[src/rtl/mbpa_pkg.sv]
package mbpa_pkg;

  // Defaults for the top level parameters.
  localparam int unsigned CalibDepthDef = 128;
  localparam int unsigned WindowMaxDef  = 64;
  localparam int unsigned CalibHoursDef = 24;

  // Fixed field widths.
  localparam int unsigned PhW      = 12;
  localparam int unsigned TempW    = 16;
  localparam int unsigned UpW      = 16;
  localparam int unsigned CfgCntW  = 7;
  localparam int unsigned CfgDataW = 16;
  localparam int unsigned CfgIdxW  = 2;

  // Register values after reset.
  localparam logic [PhW-1:0]            PhLimitRst   = 12'd1792;
  localparam logic signed [TempW-1:0]   TempRiseRst  = 16'sd512;
  localparam logic [CfgCntW-1:0]        WinLenRst    = 7'd48;
  localparam logic [CfgCntW-1:0]        ReqCountRst  = 7'd36;

  // Flipping the sign bit turns a signed compare into an unsigned one.
  localparam logic [TempW-1:0] SignFlip = 16'h8000;

  typedef enum logic [CfgIdxW-1:0] {
    REG_PH_LIMIT  = 2'd0,
    REG_TEMP_RISE = 2'd1,
    REG_WIN_LEN   = 2'd2,
    REG_REQ_COUNT = 2'd3
  } cfg_reg_e;

  typedef enum logic [1:0] {
    STATUS_CALIB = 2'd0,
    STATUS_FILL  = 2'd1,
    STATUS_EVAL  = 2'd2
  } status_e;

  typedef enum logic [2:0] {
    S_IDLE,
    S_DECIDE,
    S_SELECT,
    S_EVAL,
    S_COUNT,
    S_DONE
  } seq_state_e;

endpackage

[src/rtl/median_baseline_persistence_alert.sv]
// Channel  | Direction | Handshake                 | Payload
// ---------+-----------+---------------------------+------------------------------------------
// in       | input     | in_valid_i / in_stall_o   | ph_sample_i, temp_sample_i, uptime_i
// out      | output    | out_valid_o / out_stall_i | alert_o, status_o, violation_total_o,
//          |           |                           | window_fill_o, baseline_temp_o
// cfg      | input     | cfg_we_i (no stall)       | cfg_idx_i, cfg_data_i
//
// A calibration sample that does not lock passes through the decide and done states to its result.
// The locking sample runs a bitwise median search: sixteen passes over the n stored
// samples through the single read port of the calibration memory, followed by the
// window evaluation below. After lock a sample waits on the window counter, which adds
// one violation bit per cycle over the filled part of the window.
// Reset is asynchronous and active low; it clears the control state and loads the
// register defaults. The calibration memory and violation bits need no clearing.
// The block takes the next input transaction while a result is still stalled; the
// result of that next transaction waits in the sequencer until the output is free.
module median_baseline_persistence_alert
  import mbpa_pkg::*;
#(
  parameter int unsigned CALIB_DEPTH = CalibDepthDef,
  parameter int unsigned WINDOW_MAX  = WindowMaxDef,
  parameter int unsigned CALIB_HOURS = CalibHoursDef
) (
  input  logic                                  clk_i,
  input  logic                                  rst_ni,

  input  logic                                  cfg_we_i,
  input  logic [CfgIdxW-1:0]                    cfg_idx_i,
  input  logic [CfgDataW-1:0]                   cfg_data_i,

  input  logic                                  in_valid_i,
  output logic                                  in_stall_o,
  input  logic [PhW-1:0]                        ph_sample_i,
  input  logic signed [TempW-1:0]               temp_sample_i,
  input  logic [UpW-1:0]                        uptime_i,

  output logic                                  out_valid_o,
  input  logic                                  out_stall_i,
  output logic                                  alert_o,
  output logic [1:0]                            status_o,
  output logic [$clog2(WINDOW_MAX+1)-1:0]       violation_total_o,
  output logic [$clog2(WINDOW_MAX+1)-1:0]       window_fill_o,
  output logic signed [TempW-1:0]               baseline_temp_o
);

  // Widths that follow from the parameters.
  localparam int unsigned CntW  = $clog2(CALIB_DEPTH + 1);
  localparam int unsigned AddrW = $clog2(CALIB_DEPTH);
  localparam int unsigned FillW = $clog2(WINDOW_MAX + 1);
  localparam int unsigned LenW  = (FillW > CfgCntW) ? FillW : CfgCntW;

  localparam logic [CntW-1:0] CalibDepthC = CntW'(CALIB_DEPTH);
  localparam logic [UpW-1:0]  CalibHoursC = UpW'(CALIB_HOURS);
  localparam logic [LenW-1:0] WinMaxC     = LenW'(WINDOW_MAX);

  // Configuration registers.
  logic [PhW-1:0]          ph_limit_q;
  logic signed [TempW-1:0] rise_limit_q;
  logic [CfgCntW-1:0]      win_len_q;
  logic [CfgCntW-1:0]      req_count_q;

  // Sequencer and persistent state.
  seq_state_e              state_q, state_d;
  logic                    locked_q;
  logic [CntW-1:0]         calib_cnt_q;
  logic signed [TempW-1:0] baseline_q;
  logic [FillW-1:0]        fill_q;
  logic [FillW-1:0]        hit_q;

  // Captured input transaction.
  logic [PhW-1:0]          ph_q;
  logic signed [TempW-1:0] temp_q;
  logic [UpW-1:0]          up_q;

  // Calibration memory with a registered read port.
  logic [TempW-1:0]        calib_mem [CALIB_DEPTH];
  logic [TempW-1:0]        rdata_q;

  // Median search: the result is built one bit per pass, most significant first.
  logic [CntW-1:0]         sel_addr_q;
  logic                    rd_vld_q;
  logic [CntW-1:0]         sel_cnt_q;
  logic [CntW-1:0]         rank_q;
  logic [TempW-1:0]        prefix_q;
  logic [TempW-1:0]        onehot_q;
  logic [TempW-1:0]        mask_q;

  // Violation window and its counter.
  logic [WINDOW_MAX-1:0]   vbits_q;
  logic [WINDOW_MAX-1:0]   scratch_q;
  logic [FillW-1:0]        widx_q;
  logic [FillW-1:0]        wcnt_q;
  logic [FillW-1:0]        len_q;

  // Result of the transaction in progress, and the output register.
  logic                    res_alert_q;
  status_e                 res_status_q;
  logic                    out_valid_q;
  logic                    out_alert_q;
  status_e                 out_status_q;
  logic [FillW-1:0]        out_hits_q;
  logic [FillW-1:0]        out_fill_q;
  logic signed [TempW-1:0] out_base_q;

  logic                    in_accept;
  logic                    calib_store_en;
  logic                    out_free;
  logic [TempW-1:0]        key;
  logic                    key_match;
  logic                    pass_end;
  logic                    bit_one;
  logic [TempW-1:0]        prefix_next;
  logic                    count_more;
  logic [LenW-1:0]         wl_ext;
  logic [LenW-1:0]         len_full;
  logic [FillW-1:0]        eff_len;
  logic [FillW:0]          fill_inc;
  logic [FillW-1:0]        fill_new;
  logic signed [TempW:0]   temp_diff;
  logic signed [TempW:0]   rise_ext;
  logic                    violation;

  assign in_stall_o     = (state_q != S_IDLE);
  assign in_accept      = in_valid_i && !in_stall_o;
  assign calib_store_en = in_accept && !locked_q && (calib_cnt_q < CalibDepthC);
  assign out_free       = !out_valid_q || !out_stall_i;

  // One sample matches when it agrees with the bits found so far and has a zero
  // in the bit under test. Samples are compared in offset binary.
  assign key         = rdata_q ^ SignFlip;
  assign key_match   = ((key & mask_q) == prefix_q) && ((key & onehot_q) == '0);
  assign pass_end    = !rd_vld_q && (sel_addr_q == calib_cnt_q);
  assign bit_one     = (rank_q >= sel_cnt_q);
  assign prefix_next = bit_one ? (prefix_q | onehot_q) : prefix_q;

  assign count_more = (widx_q < fill_q);

  // Window length as used: zero counts as one and it never exceeds the window.
  assign wl_ext   = LenW'(win_len_q);
  assign len_full = (wl_ext == '0) ? LenW'(1) : ((wl_ext > WinMaxC) ? WinMaxC : wl_ext);
  assign eff_len  = FillW'(len_full);
  assign fill_inc = {1'b0, fill_q} + (FillW+1)'(1);
  assign fill_new = (fill_inc > {1'b0, eff_len}) ? eff_len : fill_inc[FillW-1:0];

  // The rise over baseline is formed one bit wider so that it cannot wrap.
  assign temp_diff = {temp_q[TempW-1], temp_q} - {baseline_q[TempW-1], baseline_q};
  assign rise_ext  = {rise_limit_q[TempW-1], rise_limit_q};
  assign violation = (ph_q > ph_limit_q) && (temp_diff > rise_ext);

  // Next state of the sequencer.
  always_comb begin
    state_d = state_q;
    case (state_q)
      S_IDLE: begin
        if (in_valid_i) state_d = S_DECIDE;
      end
      S_DECIDE: begin
        if (locked_q) begin
          state_d = S_EVAL;
        end else if (up_q >= CalibHoursC) begin
          state_d = S_SELECT;
        end else begin
          state_d = S_DONE;
        end
      end
      S_SELECT: begin
        if (pass_end && onehot_q[0]) state_d = S_EVAL;
      end
      S_EVAL: begin
        state_d = S_COUNT;
      end
      S_COUNT: begin
        if (!count_more) state_d = S_DONE;
      end
      S_DONE: begin
        if (out_free) state_d = S_IDLE;
      end
      default: begin
        state_d = S_IDLE;
      end
    endcase
  end

  // Control state, configuration and the persistent counters.
  always_ff @(posedge clk_i or negedge rst_ni) begin
    if (!rst_ni) begin
      state_q      <= S_IDLE;
      ph_limit_q   <= PhLimitRst;
      rise_limit_q <= TempRiseRst;
      win_len_q    <= WinLenRst;
      req_count_q  <= ReqCountRst;
      locked_q     <= 1'b0;
      calib_cnt_q  <= '0;
      baseline_q   <= '0;
      fill_q       <= '0;
      hit_q        <= '0;
      out_valid_q  <= 1'b0;
    end else begin
      state_q <= state_d;

      if (cfg_we_i) begin
        case (cfg_reg_e'(cfg_idx_i))
          REG_PH_LIMIT:  ph_limit_q   <= cfg_data_i[PhW-1:0];
          REG_TEMP_RISE: rise_limit_q <= cfg_data_i[TempW-1:0];
          REG_WIN_LEN:   win_len_q    <= cfg_data_i[CfgCntW-1:0];
          REG_REQ_COUNT: req_count_q  <= cfg_data_i[CfgCntW-1:0];
          default: ;
        endcase
      end

      if (calib_store_en) calib_cnt_q <= calib_cnt_q + CntW'(1);

      // The last pass settles the lowest bit, and with it the baseline.
      if (state_q == S_SELECT && pass_end && onehot_q[0]) begin
        baseline_q <= prefix_next ^ SignFlip;
        locked_q   <= 1'b1;
      end

      if (state_q == S_EVAL) fill_q <= fill_new;
      if (state_q == S_COUNT && !count_more) hit_q <= wcnt_q;

      if (state_q == S_DONE && out_free) begin
        out_valid_q <= 1'b1;
      end else if (!out_stall_i) begin
        out_valid_q <= 1'b0;
      end
    end
  end

  // Calibration memory.
  always_ff @(posedge clk_i) begin
    if (calib_store_en) calib_mem[calib_cnt_q[AddrW-1:0]] <= temp_sample_i;
    rdata_q <= calib_mem[sel_addr_q[AddrW-1:0]];
  end

  // Datapath of the sequencer.
  always_ff @(posedge clk_i) begin
    if (in_accept) begin
      ph_q   <= ph_sample_i;
      temp_q <= temp_sample_i;
      up_q   <= uptime_i;
    end

    case (state_q)
      S_DECIDE: begin
        // Rank of the upper median among the stored samples.
        sel_addr_q   <= '0;
        rd_vld_q     <= 1'b0;
        sel_cnt_q    <= '0;
        rank_q       <= calib_cnt_q >> 1;
        prefix_q     <= '0;
        onehot_q     <= SignFlip;
        mask_q       <= '0;
        res_alert_q  <= 1'b0;
        res_status_q <= STATUS_CALIB;
      end
      S_SELECT: begin
        if (pass_end) begin
          // A match count no larger than the rank means the wanted sample has a one here.
          prefix_q   <= prefix_next;
          if (bit_one) rank_q <= rank_q - sel_cnt_q;
          onehot_q   <= onehot_q >> 1;
          mask_q     <= mask_q | onehot_q;
          sel_addr_q <= '0;
          sel_cnt_q  <= '0;
          rd_vld_q   <= 1'b0;
        end else begin
          rd_vld_q <= (sel_addr_q < calib_cnt_q);
          if (sel_addr_q < calib_cnt_q) sel_addr_q <= sel_addr_q + CntW'(1);
          if (rd_vld_q && key_match) sel_cnt_q <= sel_cnt_q + CntW'(1);
        end
      end
      S_EVAL: begin
        vbits_q   <= {vbits_q[WINDOW_MAX-2:0], violation};
        scratch_q <= {vbits_q[WINDOW_MAX-2:0], violation};
        len_q     <= eff_len;
        widx_q    <= '0;
        wcnt_q    <= '0;
      end
      S_COUNT: begin
        if (count_more) begin
          wcnt_q    <= wcnt_q + FillW'(scratch_q[0]);
          scratch_q <= scratch_q >> 1;
          widx_q    <= widx_q + FillW'(1);
        end else if (fill_q >= len_q) begin
          res_alert_q  <= (LenW'(wcnt_q) >= LenW'(req_count_q));
          res_status_q <= STATUS_EVAL;
        end else begin
          res_alert_q  <= 1'b0;
          res_status_q <= STATUS_FILL;
        end
      end
      S_DONE: begin
        if (out_free) begin
          out_alert_q  <= res_alert_q;
          out_status_q <= res_status_q;
          out_hits_q   <= hit_q;
          out_fill_q   <= fill_q;
          out_base_q   <= baseline_q;
        end
      end
      default: ;
    endcase
  end

  assign out_valid_o       = out_valid_q;
  assign alert_o           = out_alert_q;
  assign status_o          = out_status_q;
  assign violation_total_o = out_hits_q;
  assign window_fill_o     = out_fill_q;
  assign baseline_temp_o   = out_base_q;

endmodule

[config.mk]
export PLATFORM = sky130hd
export DESIGN_NAME = median_baseline_persistence_alert
export DESIGN_NICKNAME = d
export VERILOG_FILES = /design/src/rtl/mbpa_pkg.sv /design/src/rtl/median_baseline_persistence_alert.sv
export SDC_FILE = /design/constraint.sdc
export NUM_CORES = 2
export LEC_CHECK = 0
export BUFFER_PORTS_ARGS = -buffer_cell sky130_fd_sc_hd__buf_2
export CAP_MARGIN = 10
export CELL_PAD_IN_SITES_DETAIL_PLACEMENT = 1
export CELL_PAD_IN_SITES_GLOBAL_PLACEMENT = 2
export CORE_AREA = 2 2 517 391
export DETAILED_ROUTE_END_ITERATION = 8
export DIE_AREA = 0 0 519 393
export GPL_TIMING_DRIVEN = 0
export PLACE_DENSITY = 0.79
export SYNTH_ARGS = -nofsm -noshare
export SYNTH_HDL_FRONTEND = slang
export SYNTH_SLANG_ARGS = --single-unit
[constraint.sdc]
create_clock -name clk_i -period 5.6 [get_ports clk_i]
set_input_delay 1.68 -clock clk_i [delete_from_list [all_inputs] [get_ports clk_i]]
set_output_delay 1.68 -clock clk_i [all_outputs]
set_load 0.005 [all_outputs]
==> results summary <==
The post-synthesis average cell area is 18.56 um^2. The net count reported at finish is 5872. The total clock buffers created by CTS came out at 227.

In this run the power density over the cells is 499.8 nW/um^2. The number of DRC markers in iteration 0 is 7970. The clock network latency to the later pin of the worst-skew pair is 0.91 ns.

The post-synth design cell area is 96860 um^2. The post-synthesis net count came out at 5382. The critical path goes through buf_4 > and2_1 > clkbuf_1 > buf_1 > nand2_1 > a41oi_1 > o21ai_0 > a211oi_1 > a41oi_1. TritonCTS built the clock tree.

The die is 519 um wide. The highest metal layer used by the detailed router is met5. The TritonCTS sink count is 2447. The run finished with clean final reports.

The data required time at the worst endpoint came out at 6.28 ns. After routing the design area is 111700 um^2. The family of cells with the greatest summed delay on the critical path is compound AO/OA/AOI/OAI gates. The die area came out at 204000 um^2.

The worst hold path begins at vbits_q[41]$_DFFE_PP_. The synthesized design spends more area on one cell type than any other, namely edfxtp_1. Clock-pin slew was measured on the worst setup and hold paths at 0.07 ns. The met1 routed wirelength after detailed routing came out at 122.6 mm. For the pin with the worst max-slew slack, the measured transition is 1.451 ns. The remaining global-route overflow is 0.

The worst pin sits at a relative slew slack of 0.02652. Counting flops and latches in the post-synthesis netlist gives 2447. In this run the count of I/O pins placed on the die edge is 102. The number of gates resized after CTS came out at 0. The post-detailed-routing wire length came out at 305.7 mm. The post-synthesis cell count came out at 5218. The number of setup buffers added after CTS is 0. The routability congestion estimate is 1.041. The area of placed instances is 103900 um^2. In the final routed layout, each cell accounts on average for 35.65 um. The total setup violations reported at the end of the flow came out at 0. The post-route DRC violation count is 0. The cell sitting at the root of the clock tree is a clkbuf_16. The most used flip-flop cell after synthesis is edfxtp_1.

The Yosys step of the flow raised 0 warnings. The worst clock skew is 0.04919 ns. The maximum ir drop on the vdd rail is 405.9 uV. The worst setup path is launched from a flip-flop. Across the run, the number of max-cap violations was 0. The library cell appearing most often on the critical path is a41oi_1.

The sum of met3 wire segment lengths after detailed routing came out at 39.82 mm. Together, buffers and inverters on the worst path number 3. The via count of the first global-routing pass came out at 54880. The data arrival time of the critical path is 6.00 ns.

The count of different cell masters after synthesis came out at 73. The initial core utilization is 0.4876. Of the cells placed in the final design, the portion with a size suffix greater than 1 is 0.2205.

The synthesized design contains 2346 enable-type register cells. For this run, the total global-route usage over all layers was measured as 0.3007. The longest individual stage delay on the worst path is 1.12 ns. The final cycle utilization of the critical path is 0.9500. In this run the worst setup path begins at sel_addr_q[1]$_SDFFCE_PN0P_. The master of the slowest instance on the critical path is a211oi_1. In this run the critical register-to-register path is launched from sel_addr_q[1]$_SDFFCE_PN0P_. Compared with the post-synthesis result, the final layout area differs by 15.35%. Once detail routing completed, the nets flagged for antenna violations numbered 0.

The number of pins with negative max-slew slack in the final report is 0. At the end of the flow the core is filled with cells to 0.5624. Once detailed placement completed, the half-perimeter wirelength came to 210.7 mm. The share of synthesized area in the top cell type comes to 0.7273. By area the synthesized netlist is led by edfxtp_1 73%, mux4_2 9.1%, mux2i_1 3.5%, dfrtp_1 2.0%, nand2_1 1.6%. CTS built an H-tree with a depth of 4. The region available for standard cell placement spans 198600 um^2. The upper clock frequency limit is 0.1880 GHz. The final count of hold timing violations is 0.

The maximum fanout encountered on the critical timing path came out at 11. Before antenna repair, the detailed router went through 6 iterations. The number of buffers on the longest clock path came out at 3.

The proportion of synthesized chip area in sequential cells came out at 0.7527. The share of async-settable or async-resettable flops after synthesis is 0.03474. The count of hold-fix buffers inserted at cts came out at 0. The total of buffers placed on input and output ports is 98. The most common cell in the synthesized netlist is edfxtp_1. The static leakage is 36.73 nW. The floorplan step set the die height to 393 um.

The total met2 wirelength after detailed routing is 132.5 mm. Counting instances in the post-synthesis netlist gives the leading cell types as 2346 x edfxtp_1, 425 x nand2_1, 392 x mux4_2, 341 x mux2i_1, 263 x nor2_1. Entering global routing, the biggest net connects 101 pins. The initial antenna violation count came out at 19. The time the final worst path needs with I/O delays and setup is 5.320 ns. Dividing the detail-routed via count by the number of cells gives 6.316. Setup repair after global routing left no endpoint under its margin.

The global-route wire length before repair is 426.8 mm. The worst setup path is of the reg -> reg kind. Across all layers, the routed design uses 54150 vias. The placement row count came out at 142. In this run the worst hold path is classified as reg -> reg. The type of element capturing the critical path is a flip-flop.
-- layer usage --
| metal | GRT usage | vias to the layer above |
|---|---|---|
| met5 | 0 | - |
| met4 | 0.09825 | 2 |
| met3 | 0.1032 | 529 |
| met2 | 0.4355 | 3283 |
| met1 | 0.4282 | 28480 |
| li1 | - | 21860 |
-- where the power goes --
part | switching (mW) | leakage (nW) | internal [mW]
Clock | 7.16 | 3.73 | 8.99
Combinational | 12.2 | 10.8 | 5.82
Sequential | 0.559 | 22.2 | 21.1
Total | 20.0 | 36.7 | 35.9
-- cells in the final DEF, fill, tap and decap left out, types with 51 or more instances in the layout --
| cell | n |
|---|---|
| nor2_1 | 135 |
| o21ai_0 | 116 |
| edfxtp_1 | 2346 |
| ha_1 | 95 |
| a22oi_1 | 95 |
| buf_2 | 136 |
| buf_4 | 51 |
| a221oi_1 | 58 |
| nor2_2 | 129 |
| mux2i_1 | 341 |
| nand2_1 | 424 |
| clkbuf_16 | 228 |
| buf_8 | 107 |
| dfrtp_1 | 77 |
| a21oi_1 | 76 |
| mux4_2 | 392 |
| inv_1 | 109 |
| clkbuf_1 | 167 |
-- through the flow --
stage          setup WS, ns  cells  hold slack [ns]  TNS (ns)  total power [mW]
2_1_floorplan        0.4083   5218           0.4003         0             31.29
3_3_place_gp         -1.931   7980           0.4042   -780.93             38.86
3_5_place_dp        -0.2560   8133           0.4138    -7.248             39.30
4_1_cts              0.4469   8555           0.4204         0             55.32
5_1_grt              0.4714   8566           0.4292         0             57.16
6_report             0.2801   8573           0.4150         0             55.84
-- area by class of cell --
| cell class | instances | area [um^2] |
|---|---|---|
| sequential | 2447 | 72900 |
| clock inverter | 153 | 1785 |
| timing repair buffer | 261 | 3480 |
| multi-input combinational | 2391 | 22510 |
| inverter | 111 | 416.7 |
| antenna | 8 | 20.02 |
| tap | 2664 | 3333 |
| buffer | 269 | 1383 |
| fill | 17580 | 86920 |
| clock buffer | 269 | 5889 |
-- cell families after synthesis --
group	count (synthesis)	share of synthesized area
DFF	2447	0.7527
and+or+nand+nor	901	0.04027
muxes	764	0.1300
AOI/OAI and AO/OA	569	0.04043
buffers and inverters	380	0.01847
adders and majority gates	97	0.01269
xor gates and xnor gates	60	0.005426
-- worst register-to-register path, cell delays in order (launching register included) --
cell	delay, ns
edfxtp_1	0.48
buf_4	0.31
and2_1	0.20
clkbuf_1	0.96
buf_1	0.86
nand2_1	0.13
a41oi_1	0.45
o21ai_0	0.40
a211oi_1	1.12
a41oi_1	0.21
-- flip-flops by register name, indices dropped and copies added, names as in the netlist, 12 cells and up --
name	count
rdata_q	16
baseline_temp_o	16
ph_limit_q	12
temp_q	16
up_q	13
vbits_q	63
mask_q	16
baseline_q	16
calib_mem	2048
onehot_q	16
prefix_q	16
scratch_q	64
ph_q	12
rise_limit_q	16
-- worst paths after layout --
| kind | cells past startpoint | end | slack [ns] |
|---|---|---|---|
| setup / recovery | 9 | rdata_q[14]$_DFF_P_ | 0.28 |
| hold / removal | 0 | vbits_q[42]$_DFFE_PP_ | 0.41 |
| setup reg to reg | 9 | rdata_q[14]$_DFF_P_ | 0.28 |
| hold reg to reg | 0 | vbits_q[42]$_DFFE_PP_ | 0.41 |
| max in group asynchronous | 2 | win_len_q[4]$_DFFE_PN1P_ | 4.11 |
| min in group asynchronous | 1 | baseline_q[11]$_DFFE_PN0P_ | 0.75 |
(Power assumes the default switching activity.)
